--- config.mk ---
export PLATFORM = sky130hd
export DESIGN_NAME = buddy_block_allocator_flat
export DESIGN_NICKNAME = d
export VERILOG_FILES = /design/src/rtl/core/bba_pkg.sv /design/src/rtl/core/bba_if.sv /design/src/rtl/core/bba_cell.sv /design/src/rtl/core/buddy_block_allocator.sv /design/src/flat_wrapper.sv
export SDC_FILE = /design/constraint.sdc
export NUM_CORES = 2
export LEC_CHECK = 0
export BUFFER_PORTS_ARGS = -buffer_cell sky130_fd_sc_hd__buf_2
export CORE_MARGIN = 2
export CORE_UTILIZATION = 48
export DETAILED_ROUTE_END_ITERATION = 10
export PLACE_DENSITY = 0.75
export SYNTH_ARGS = -nofsm -noshare
export SYNTH_HDL_FRONTEND = slang
export SYNTH_SLANG_ARGS = --single-unit
--- constraint.sdc ---
create_clock -name clock -period 4.6 [get_ports clock]
set_clock_uncertainty 0.15 [all_clocks]
set_input_delay 0.92 -clock clock [delete_from_list [all_inputs] [get_ports clock]]
set_output_delay 0.92 -clock clock [all_outputs]
set_load 0.01 [all_outputs]
--- src/rtl/core/bba_pkg.sv ---
// Package for the buddy block allocator: sizes, codes and shared types.
// Used by the channel interfaces, the cell, the top level and the checker.
package bba_pkg;

   localparam int MAX_BLOCKS = 32;
   localparam int IDX_W      = $clog2(MAX_BLOCKS);
   localparam int COUNT_W    = 6;
   localparam int OWNER_W    = 16;
   localparam int ORDER_W    = 5;
   localparam int SIZE_W     = 31;
   localparam int STATUS_W   = 2;

   localparam logic [ORDER_W-1:0] RESET_TOTAL_ORDER = ORDER_W'(5);

   typedef enum logic [STATUS_W-1:0] {
      STATUS_OK     = 2'd0,
      STATUS_NO_FIT = 2'd1,
      STATUS_FULL   = 2'd2
   } bba_status_type;

   typedef enum logic {
      OPC_ALLOC = 1'b0,
      OPC_QUERY = 1'b1
   } bba_opcode_type;

   typedef enum logic [2:0] {
      CELL_HOLD,
      CELL_INIT,
      CELL_ROTATE,
      CELL_SPLIT,
      CELL_CLAIM
   } bba_cell_op_type;

   typedef struct packed {
      logic [OWNER_W-1:0] owner;
      logic [ORDER_W-1:0] order;
   } bba_entry_type;

   typedef struct packed {
      bba_cell_op_type    op;
      logic [IDX_W-1:0]   pos;
      logic [OWNER_W-1:0] owner;
      logic [ORDER_W-1:0] init_order;
   } bba_cmd_type;

endpackage

--- src/rtl/core/bba_if.sv ---
// Valid/ready channel interfaces for the request and response transactions.
// Depends on bba_pkg for the field widths.
interface bba_req_if;
   logic                         valid;
   logic                         ready;
   logic                         opcode;
   logic [bba_pkg::OWNER_W-1:0]  owner_id;
   logic [bba_pkg::SIZE_W-1:0]   request_size;

   modport source (output valid, output opcode, output owner_id, output request_size,
                   input ready);
   modport sink   (input valid, input opcode, input owner_id, input request_size,
                   output ready);
endinterface

interface bba_rsp_if;
   logic                          valid;
   logic                          ready;
   logic [bba_pkg::OWNER_W-1:0]   block_owner;
   logic [bba_pkg::COUNT_W-1:0]   block_count;
   logic [bba_pkg::STATUS_W-1:0]  status;
   logic                          last;

   modport source (output valid, output block_owner, output block_count, output status,
                   output last, input ready);
   modport sink   (input valid, input block_owner, input block_count, input status,
                   input last, output ready);
endinterface

--- src/rtl/core/bba_cell.sv ---
// One cell of the block table: holds a single entry (owner and order).
// Depends on bba_pkg; its neighbors feed it for rotation and for splits.
module bba_cell (
   input  logic                    clock,
   input  logic                    reset,
   input  logic [bba_pkg::IDX_W-1:0] cell_idx,
   input  bba_pkg::bba_cmd_type    cmd,
   input  bba_pkg::bba_entry_type  left_entry,
   input  bba_pkg::bba_entry_type  right_entry,
   output bba_pkg::bba_entry_type  entry
);
   import bba_pkg::*;

   bba_entry_type      entry_ff;
   bba_entry_type      entry_in;
   logic [IDX_W:0]     pos_next;

   assign pos_next = {1'b0, cmd.pos} + (IDX_W+1)'(1);

   always_comb begin
      entry_in = entry_ff;
      case (cmd.op)
         CELL_INIT: begin
            entry_in.owner = '0;
            entry_in.order = (cell_idx == '0) ? cmd.init_order : '0;
         end
         CELL_ROTATE: begin
            entry_in = right_entry;
         end
         CELL_SPLIT: begin
            // The split block keeps the left half; its buddy is inserted to the right.
            if (cell_idx == cmd.pos) begin
               entry_in.order = entry_ff.order - ORDER_W'(1);
            end else if ({1'b0, cell_idx} == pos_next) begin
               entry_in.owner = '0;
               entry_in.order = left_entry.order - ORDER_W'(1);
            end else if (cell_idx > cmd.pos) begin
               entry_in = left_entry;
            end
         end
         CELL_CLAIM: begin
            if (cell_idx == cmd.pos) entry_in.owner = cmd.owner;
         end
         default: begin
            entry_in = entry_ff;
         end
      endcase
   end

   always_ff @(posedge clock) begin
      if (reset) begin
         entry_ff.owner <= '0;
         entry_ff.order <= (cell_idx == '0) ? RESET_TOTAL_ORDER : '0;
      end else begin
         entry_ff <= entry_in;
      end
   end

   assign entry = entry_ff;

endmodule

--- src/rtl/core/buddy_block_allocator.sv ---
// Top level of the buddy block allocator: control sequencer and the ring of table cells.
// Depends on bba_pkg, bba_req_if / bba_rsp_if and bba_cell.
//
// Usage. Requests arrive on req_ch as valid/ready transactions. An allocate transaction
// (opcode 0) rounds request_size up to a power of two and claims the leftmost free block
// of that order, halving the leftmost larger free block as often as needed. It returns one
// response with status 0 (ok), 1 (nothing large enough) or 2 (table full), block_count
// and last set. A query transaction (opcode 1) returns one response per block in address
// order, carrying the owner, with last set on the final one.
// The table is a ring of 32 cells. Searching and querying rotate the whole ring once, one
// cell per cycle while nothing stalls, so the ring always comes back to its original place.
// After acceptance an allocate finds the order (one bit per cycle), searches the ring,
// decides, halves the chosen block as often as needed, claims it (not on failure) and
// loads the reply. One transaction is in work at a time; req_ch.ready is high only while
// the sequencer is idle. Stalls. Responses sit in an output register. While a response
// waits with rsp_ch.ready low, a query pauses its rotation and an allocate waits to load
// its reply.
// Reset. A synchronous, active-high reset leaves one free block of order 5. Writing
// csr_wr_data with csr_wr_en reloads total_order and restarts the table as one free block.
module buddy_block_allocator (
   input  logic                          clock,
   input  logic                          reset,
   bba_req_if.sink                       req_ch,
   bba_rsp_if.source                     rsp_ch,
   input  logic                          csr_wr_en,
   input  logic [bba_pkg::ORDER_W-1:0]   csr_wr_data
);
   import bba_pkg::*;

   typedef enum logic [2:0] {
      ST_IDLE,
      ST_ORDER,
      ST_SEARCH,
      ST_DECIDE,
      ST_SPLIT,
      ST_CLAIM,
      ST_REPLY,
      ST_QUERY
   } state_type;

   state_type            state_ff;
   logic [COUNT_W-1:0]   live_ff;
   logic [IDX_W-1:0]     scan_ff;
   logic [SIZE_W-1:0]    size_ff;
   logic [ORDER_W-1:0]   want_ff;
   logic [OWNER_W-1:0]   owner_ff;
   logic                 eq_found_ff;
   logic                 gt_found_ff;
   logic [IDX_W-1:0]     eq_pos_ff;
   logic [IDX_W-1:0]     gt_pos_ff;
   logic [ORDER_W-1:0]   gt_order_ff;
   logic [IDX_W-1:0]     pos_ff;
   logic [ORDER_W-1:0]   split_cnt_ff;
   bba_status_type       status_ff;

   logic                 rsp_valid_ff;
   logic [OWNER_W-1:0]   rsp_owner_ff;
   logic [COUNT_W-1:0]   rsp_count_ff;
   bba_status_type       rsp_status_ff;
   logic                 rsp_last_ff;

   bba_entry_type        entries [MAX_BLOCKS];
   bba_entry_type        head;
   bba_cmd_type          cell_cmd;

   logic                 rsp_free;
   logic                 rsp_load;
   logic                 scan_live;
   logic                 query_step;
   logic                 scan_end;
   logic [COUNT_W:0]     need_blocks;

   // The cell at index zero always shows the entry currently under the scan counter.
   assign head       = entries[0];
   assign rsp_free   = !rsp_valid_ff || rsp_ch.ready;
   assign scan_live  = COUNT_W'(scan_ff) < live_ff;
   assign query_step = !scan_live || rsp_free;
   assign scan_end   = (scan_ff == IDX_W'(MAX_BLOCKS - 1));
   assign need_blocks = {1'b0, live_ff} + (COUNT_W+1)'(gt_order_ff - want_ff);

   // A new response is loaded into the output register in this cycle.
   assign rsp_load = rsp_free &&
                     ((state_ff == ST_REPLY) || (state_ff == ST_QUERY && scan_live));

   assign req_ch.ready = (state_ff == ST_IDLE);

   assign rsp_ch.valid       = rsp_valid_ff;
   assign rsp_ch.block_owner = rsp_owner_ff;
   assign rsp_ch.block_count = rsp_count_ff;
   assign rsp_ch.status      = rsp_status_ff;
   assign rsp_ch.last        = rsp_last_ff;

   // Command broadcast to every cell; a configuration write takes precedence.
   always_comb begin
      cell_cmd.op         = CELL_HOLD;
      cell_cmd.pos        = pos_ff;
      cell_cmd.owner      = owner_ff;
      cell_cmd.init_order = csr_wr_data;
      if (csr_wr_en) begin
         cell_cmd.op = CELL_INIT;
      end else begin
         case (state_ff)
            ST_SEARCH: cell_cmd.op = CELL_ROTATE;
            ST_QUERY:  cell_cmd.op = query_step ? CELL_ROTATE : CELL_HOLD;
            ST_SPLIT:  cell_cmd.op = CELL_SPLIT;
            ST_CLAIM:  cell_cmd.op = CELL_CLAIM;
            default:   cell_cmd.op = CELL_HOLD;
         endcase
      end
   end

   // Ring of cells: each cell sees both neighbors, the ends wrap around.
   for (genvar g = 0; g < MAX_BLOCKS; g++) begin : g_cell
      bba_cell u_cell (
         .clock       (clock),
         .reset       (reset),
         .cell_idx    (IDX_W'(g)),
         .cmd         (cell_cmd),
         .left_entry  (entries[(g + MAX_BLOCKS - 1) % MAX_BLOCKS]),
         .right_entry (entries[(g + 1) % MAX_BLOCKS]),
         .entry       (entries[g])
      );
   end

   always_ff @(posedge clock) begin
      if (reset) begin
         state_ff       <= ST_IDLE;
         live_ff        <= COUNT_W'(1);
         scan_ff        <= '0;
         rsp_valid_ff   <= 1'b0;
      end else begin
         if (rsp_load) begin
            rsp_valid_ff <= 1'b1;
         end else if (rsp_ch.ready) begin
            rsp_valid_ff <= 1'b0;
         end

         if (csr_wr_en) begin
            live_ff        <= COUNT_W'(1);
         end

         case (state_ff)
            ST_IDLE: begin
               if (req_ch.valid) begin
                  owner_ff <= req_ch.owner_id;
                  scan_ff  <= '0;
                  if (req_ch.opcode == OPC_QUERY) begin
                     state_ff <= ST_QUERY;
                  end else begin
                     // A size of zero behaves like a size of one.
                     size_ff  <= (req_ch.request_size == '0) ? '0
                                 : req_ch.request_size - SIZE_W'(1);
                     want_ff  <= '0;
                     state_ff <= ST_ORDER;
                  end
               end
            end
            ST_ORDER: begin
               // Count significant bits of size minus one: that is the rounded-up order.
               if (size_ff == '0) begin
                  eq_found_ff <= 1'b0;
                  gt_found_ff <= 1'b0;
                  state_ff    <= ST_SEARCH;
               end else begin
                  size_ff <= size_ff >> 1;
                  want_ff <= want_ff + ORDER_W'(1);
               end
            end
            ST_SEARCH: begin
               if (scan_live && head.owner == '0) begin
                  if (head.order == want_ff && !eq_found_ff) begin
                     eq_found_ff <= 1'b1;
                     eq_pos_ff   <= scan_ff;
                  end
                  if (head.order > want_ff && !gt_found_ff) begin
                     gt_found_ff <= 1'b1;
                     gt_pos_ff   <= scan_ff;
                     gt_order_ff <= head.order;
                  end
               end
               if (scan_end) begin
                  scan_ff  <= '0;
                  state_ff <= ST_DECIDE;
               end else begin
                  scan_ff <= scan_ff + IDX_W'(1);
               end
            end
            ST_DECIDE: begin
               if (eq_found_ff) begin
                  pos_ff   <= eq_pos_ff;
                  state_ff <= ST_CLAIM;
               end else if (!gt_found_ff) begin
                  status_ff <= STATUS_NO_FIT;
                  state_ff  <= ST_REPLY;
               end else if (need_blocks > (COUNT_W+1)'(MAX_BLOCKS)) begin
                  // Every halving adds one block; refuse before touching the table.
                  status_ff <= STATUS_FULL;
                  state_ff  <= ST_REPLY;
               end else begin
                  pos_ff       <= gt_pos_ff;
                  split_cnt_ff <= gt_order_ff - want_ff;
                  state_ff     <= ST_SPLIT;
               end
            end
            ST_SPLIT: begin
               live_ff      <= live_ff + COUNT_W'(1);
               split_cnt_ff <= split_cnt_ff - ORDER_W'(1);
               if (split_cnt_ff == ORDER_W'(1)) state_ff <= ST_CLAIM;
            end
            ST_CLAIM: begin
               status_ff <= STATUS_OK;
               state_ff  <= ST_REPLY;
            end
            ST_REPLY: begin
               if (rsp_free) begin
                  rsp_owner_ff  <= '0;
                  rsp_count_ff  <= live_ff;
                  rsp_status_ff <= status_ff;
                  rsp_last_ff   <= 1'b1;
                  state_ff      <= ST_IDLE;
               end
            end
            ST_QUERY: begin
               if (query_step) begin
                  if (scan_live) begin
                     rsp_owner_ff  <= head.owner;
                     rsp_count_ff  <= live_ff;
                     rsp_status_ff <= STATUS_OK;
                     rsp_last_ff   <= (COUNT_W'(scan_ff) + COUNT_W'(1) == live_ff);
                  end
                  if (scan_end) begin
                     scan_ff  <= '0;
                     state_ff <= ST_IDLE;
                  end else begin
                     scan_ff <= scan_ff + IDX_W'(1);
                  end
               end
            end
            default: begin
               state_ff <= ST_IDLE;
            end
         endcase
      end
   end

endmodule

--- src/flat_wrapper.sv ---
// flat-port wrapper written by rule: the top's interface ports become plain ports
module buddy_block_allocator_flat import bba_pkg::*;
  (clock, reset, csr_wr_en, csr_wr_data, req_ch_valid, req_ch_opcode, req_ch_owner_id, req_ch_request_size, req_ch_ready, rsp_ch_valid, rsp_ch_block_owner, rsp_ch_block_count, rsp_ch_status, rsp_ch_last, rsp_ch_ready);
  bba_req_if req_ch_i ();
  bba_rsp_if rsp_ch_i ();
  input  logic clock;
  input  logic reset;
  input  logic csr_wr_en;
  input  logic [bba_pkg::ORDER_W-1:0] csr_wr_data;
  input wire logic [$bits(req_ch_i.valid)-1:0] req_ch_valid;
  input wire logic [$bits(req_ch_i.opcode)-1:0] req_ch_opcode;
  input wire logic [$bits(req_ch_i.owner_id)-1:0] req_ch_owner_id;
  input wire logic [$bits(req_ch_i.request_size)-1:0] req_ch_request_size;
  output wire logic [$bits(req_ch_i.ready)-1:0] req_ch_ready;
  output wire logic [$bits(rsp_ch_i.valid)-1:0] rsp_ch_valid;
  output wire logic [$bits(rsp_ch_i.block_owner)-1:0] rsp_ch_block_owner;
  output wire logic [$bits(rsp_ch_i.block_count)-1:0] rsp_ch_block_count;
  output wire logic [$bits(rsp_ch_i.status)-1:0] rsp_ch_status;
  output wire logic [$bits(rsp_ch_i.last)-1:0] rsp_ch_last;
  input wire logic [$bits(rsp_ch_i.ready)-1:0] rsp_ch_ready;
  assign req_ch_i.valid = req_ch_valid;
  assign req_ch_i.opcode = req_ch_opcode;
  assign req_ch_i.owner_id = req_ch_owner_id;
  assign req_ch_i.request_size = req_ch_request_size;
  assign req_ch_ready = req_ch_i.ready;
  assign rsp_ch_valid = rsp_ch_i.valid;
  assign rsp_ch_block_owner = rsp_ch_i.block_owner;
  assign rsp_ch_block_count = rsp_ch_i.block_count;
  assign rsp_ch_status = rsp_ch_i.status;
  assign rsp_ch_last = rsp_ch_i.last;
  assign rsp_ch_i.ready = rsp_ch_ready;
  buddy_block_allocator u_core (.clock(clock), .reset(reset), .req_ch(req_ch_i), .rsp_ch(rsp_ch_i), .csr_wr_en(csr_wr_en), .csr_wr_data(csr_wr_data));
endmodule
==> results_tabular.tex <==
\begin{tabular}{lr}
\hline
Metric & Value \\
\hline
\multicolumn{2}{l}{\textbf{Routing}} \\
Number of detailed-route iterations in the first pass & 6 \\
Total wire length after detailed routing & 126 mm \\
Average detailed-routed wire length per instance & 21.0 um \\
Vias per cell & $\sim$6.5 \\
Drt first-iter violations & 4784 \\
Post-DRT Antenna Nets & 0 \\
Number of DRC violations after detailed routing & 0 \\
Via count of the routed design & around 40000 \\
\multicolumn{2}{l}{\textbf{STA}} \\
Slew Limit Headroom & 0.192 \\
Worst-Margin Slew & between 1 and 1.5 ns \\
Minimum clock period after layout & 4.08 ns \\
Fraction of the cycle the final worst path needs & 0.887 \\
\# setup viols final & 0 \\
Setup repair after global routing missed its margin & no \\
Final hold violations & 0 \\
Peak clock frequency supported by timing & 0.245 GHz \\
Max Slew Vio Count & 0 \\
Hold Slack & 0.302 ns \\
Setup Total Neg Slack & 0 ns \\
\multicolumn{2}{l}{\textbf{Yosys}} \\
Number of enable flip-flop cells after synthesis & 106 \\
Proportion of synthesized flip-flops having asynchronous set or reset & 0 \\
Yosys synthesis warning count & 0 \\
Syn\_area\_per\_cell & roughly 8.5 um2 \\
Most common cell in the netlist & sky130\_fd\_sc\_hd\_\_nor2\_1 \\
Sequential area share after synthesis & 0.402 \\
Number of register bits inferred by synthesis & 793 \\
Share of cell area taken by muxes after synthesis & 0.00205 \\
Area share of the largest cell type after synthesis & 0.327 \\
Compound-Gate Fraction of Synth Area & 0.306 \\
Yosys top cell by area & sky130\_fd\_sc\_hd\_\_dfxtp\_1 \\
Mapped Cells & roughly 4900 \\
Post-synthesis adder-cell area fraction & 0.0194 \\
Most instantiated cells after synthesis & 880 x sky130\_fd\_sc\_hd\_\_nor2\_1, 734 x sky130\_fd\_sc\_hd\_\_a211oi\_1, 687 x sky130\_fd\_sc\_hd\_\_dfxtp\_1, 512 x sky130\_fd\_sc\_hd\_\_a221oi\_1, 286 x sky130\_fd\_sc\_hd\_\_nand2\_1 \\
Synthesized netlist net count & 5052 \\
Dominant cells by area after synthesis & sky130\_fd\_sc\_hd\_\_dfxtp\_1 33\%, sky130\_fd\_sc\_hd\_\_a211oi\_1 13\%, sky130\_fd\_sc\_hd\_\_a221oi\_1 11\%, sky130\_fd\_sc\_hd\_\_nor2\_1 7.8\%, sky130\_fd\_sc\_hd\_\_edfxtp\_1 7.6\% \\
Combinational family with the most area after synthesis & compound AO/OA/AOI/OAI gates \\
Netlist area before placement & 42100 um2 \\
Ys flop type & sky130\_fd\_sc\_hd\_\_dfxtp\_1 \\
Number of distinct library cells after synthesis & 84 \\
Simple-gate area share of the yosys netlist & 0.156 \\
XOR/XNOR share of the synthesized area & 0.0557 \\
\multicolumn{2}{l}{\textbf{CTS}} \\
Clk root buf & sky130\_fd\_sc\_hd\_\_clkbuf\_16 \\
Post-CTS setup buffers & 0 \\
Clk\_lat worst skew & $\sim$0.64 ns \\
H-tree levels & 3 \\
Num CTS Buffers & 86 \\
Maximum root-to-sink buffer count & 3 \\
Clock transition time at the flip-flop clock pins of the worst setup and hold paths & 0.06 ns \\
Resized cells post-CTS & 0 \\
CTS tree & yes \\
Clock sink count & a little under 800 \\
Count of hold buffers inserted by post-cts repair & 0 \\
\multicolumn{2}{l}{\textbf{Global route}} \\
Largest net degree at the start of global routing & 153 \\
Total congestion overflow & 0 \\
Via count of the first global-routing pass & 35100 \\
Initial antenna violation count & 1 \\
Aggregate global-route resource usage & 0.268 \\
First-pass GRT wire length & 199 mm \\
\multicolumn{2}{l}{\textbf{Placement}} \\
Buffers on Ports & 84 \\
Hpwl dp & a little over 80 mm \\
Placer's final routability congestion estimate & 0.933 \\
\multicolumn{2}{l}{\textbf{Die}} \\
Floorplan die area & roughly 90000 um2 \\
Core area & 86900 um2 \\
DIE WIDTH & $\sim$300 um \\
Total I/O pin count & 85 \\
Initial Utilization & 0.485 \\
Overall die height & 300 um \\
\# rows & 108 \\
\multicolumn{2}{l}{\textbf{Critical path}} \\
Startpoint kind of the worst setup timing path & register \\
Crit Reg-Reg Startpoint & u\_core.state\_ff[0] \\
FF-to-FF End & u\_core.g\_cell[23].u\_cell.entry[0] \\
CP Capture Point & u\_core.g\_cell[23].u\_cell.entry[0] \\
Peak fanout along the critical path & 135 \\
Required @ worst endpoint & roughly 5 ns \\
CP Capture Type & register \\
Worst Path Class, Setup & register to register \\
Worst setup path startpoint & u\_core.state\_ff[0] \\
WP data arrival & 4.46 ns \\
Worst setup slack for register-to-register paths & 0.52 ns \\
Worst reg2reg path depth & 8 \\
\multicolumn{2}{l}{\textbf{Power and ir drop}} \\
Worst-case vdd ir drop & roughly 0.50 mV \\
Part of the power in the clock network & 0.277 \\
Proportion of power drawn by combinational gates & 0.323 \\
Internal Dissipation & approximately 0.017 W \\
Total leakage power & 15.5 nW \\
Relative contribution of sequential cells to total power & 0.400 \\
Proportion of total power due to net switching & 0.391 \\
Power dissipated by switching net loads & roughly 0.011 W \\
Power per Cell Area & 589 nW/um2 \\
\multicolumn{2}{l}{\textbf{Run}} \\
Maximum capacitance violations & 0 \\
\multicolumn{2}{l}{\textbf{Worst hold path}} \\
Worst hold-check path type & input port to register \\
\multicolumn{2}{l}{\textbf{Layout}} \\
Final Net Count & 4883 \\
Area growth from synthesis to layout & 9.97\% \\
Fraction of layout instances using a drive strength above 1 & 0.100 \\
Total of fill cells in the finished design & roughly 7700 \\
\multicolumn{2}{l}{\textbf{Outcome}} \\
Run status & finished clean \\
\hline
\end{tabular}
## registers in the layout, indices dropped and copies added, names as in the netlist
register,flops
u_core.eq_pos_ff,5
u_core.scan_ff,5
u_core.rsp_ch.status,2
u_core.owner_ff,16
u_core.rsp_ch.block_owner,16
u_core.state_ff,3
u_core.status_ff,2
u_core.size_ff,31
u_core.gt_order_ff,5
u_core.rsp_ch.valid,1
u_core.g_cell.u_cell.entry,672
u_core.eq_found_ff,1
u_core.rsp_ch.last,1
u_core.rsp_ch.block_count,6
u_core.pos_ff,5
u_core.split_cnt_ff,5
u_core.live_ff,6
u_core.gt_pos_ff,5
u_core.want_ff,5
u_core.gt_found_ff,1
## cells by family (layout without fill, tap and decap cells)
family,after synthesis,after routing
compound gates,1701,1701
xor+xnor,268,268
fa+ha+maj,64,64
buf+inv,578,480
flops,793,793
mux,8,8
other cells,0,1
simple gates,1518,1518
## cell usage in the layout (no fill, tap or decap), types with 12 or more instances in the layout
cell type	count
sky130_fd_sc_hd__nor4_1	22
sky130_fd_sc_hd__nand2_1	286
sky130_fd_sc_hd__clkbuf_1	12
sky130_fd_sc_hd__o21ai_0	101
sky130_fd_sc_hd__and2_1	44
sky130_fd_sc_hd__nor2_1	876
sky130_fd_sc_hd__a21oi_2	31
sky130_fd_sc_hd__clkbuf_16	90
sky130_fd_sc_hd__nor2_2	26
sky130_fd_sc_hd__inv_1	104
sky130_fd_sc_hd__edfxtp_1	106
sky130_fd_sc_hd__xor2_1	202
sky130_fd_sc_hd__buf_4	121
sky130_fd_sc_hd__nor2b_1	13
sky130_fd_sc_hd__buf_2	83
sky130_fd_sc_hd__a21oi_1	174
sky130_fd_sc_hd__nand3_1	35
sky130_fd_sc_hd__a211oi_1	734
sky130_fd_sc_hd__ha_1	62
sky130_fd_sc_hd__dfxtp_1	687
sky130_fd_sc_hd__a22oi_1	26
sky130_fd_sc_hd__o211ai_1	12
sky130_fd_sc_hd__a21o_1	20
sky130_fd_sc_hd__xnor2_1	66
sky130_fd_sc_hd__nand2b_1	17
sky130_fd_sc_hd__a311oi_1	26
sky130_fd_sc_hd__nor3_1	93
sky130_fd_sc_hd__clkbuf_8	21
sky130_fd_sc_hd__clkinv_2	16
sky130_fd_sc_hd__nor3b_1	35
sky130_fd_sc_hd__a221oi_1	511
## power groups by stage
| stage | clock network (W) | registers (W) | logic (W) |
|---|---|---|---|
| 2_1_floorplan | 0 | 0.0100 | 0.00708 |
| 3_3_place_gp | 0 | 0.0109 | 0.00840 |
| 3_5_place_dp | 0 | 0.0109 | 0.00866 |
| 4_1_cts | 0.00763 | 0.0108 | 0.00872 |
| 5_1_grt | 0.00792 | 0.0111 | 0.00979 |
| 6_report | 0.00755 | 0.0109 | 0.00880 |
## how the worst min path moves through the flow
stage                     slack, ns                            endpoint  cells after the start                               start
after global placement         0.33  u_core.g_cell[15].u_cell.entry[18]                      2  u_core.g_cell[15].u_cell.entry[18]
final                          0.30                  u_core.owner_ff[4]                      1                  req_ch_owner_id[4]
after CTS                      0.27                  u_core.owner_ff[4]                      1                  req_ch_owner_id[4]
after detailed placement       0.34  u_core.g_cell[15].u_cell.entry[20]                      2  u_core.g_cell[16].u_cell.entry[20]
after global routing           0.28                  u_core.owner_ff[4]                      1                  req_ch_owner_id[4]
after floorplan                0.28               u_core.gt_order_ff[2]                      0    u_core.g_cell[0].u_cell.entry[2]
## per-stage QoR
| stage | area (um2) | util | setup slack [ns] | std cells | total power [W] |
|---|---|---|---|---|---|
| after floorplan | 42100 | - | 0.505 | 4930 | 0.0171 |
| after global placement | 43200 | 0.497 | 0.678 | 5828 | 0.0193 |
| after detailed placement | 43200 | 0.497 | 0.616 | 5828 | 0.0196 |
| after CTS | 46300 | 0.533 | 0.544 | 5987 | 0.0271 |
| after global routing | 46300 | 0.533 | 0.244 | 5988 | 0.0288 |
| final | 46300 | 0.533 | 0.519 | 5988 | 0.0273 |
## layer usage
metal / vias up / GRT usage / part of all wire
met4: 0 / 0.105 / 0.036
met5: - / 0 / 0
met1: 18600 / 0.381 / 0.44
met3: 297 / 0.0420 / 0.087
met2: 1815 / 0.406 / 0.44
li1: 18300 / - / -
## worst max-delay path: stages (launching register included)
cell and delay, ns:
sky130_fd_sc_hd__dfxtp_1 0.73, sky130_fd_sc_hd__nand3_2 0.27, sky130_fd_sc_hd__a21oi_1 0.89, sky130_fd_sc_hd__nor3_1 0.34, sky130_fd_sc_hd__nor3_2 0.28, sky130_fd_sc_hd__buf_12 0.23
sky130_fd_sc_hd__buf_12 0.42, sky130_fd_sc_hd__a2bb2oi_1 0.17, sky130_fd_sc_hd__a211oi_1 0.28
## area by class of cell
| class | count | area, um2 | share of cell area |
|---|---|---|---|
| sequential | 793 | 16900 | 0.366 |
| clock buffer | 125 | 2600 | 0.0561 |
| multi-input combinational | 3559 | 22900 | 0.494 |
| inverter | 106 | 398 | 0.00859 |
| clock inverter | 34 | 517 | 0.0112 |
| timing repair buffer | 215 | 1540 | 0.0332 |
| antenna | 1 | 2.50 | 0.0000540 |
| tap | 1155 | 1450 | 0.0312 |
No activity file was read; power rests on OpenSTA's default activity.
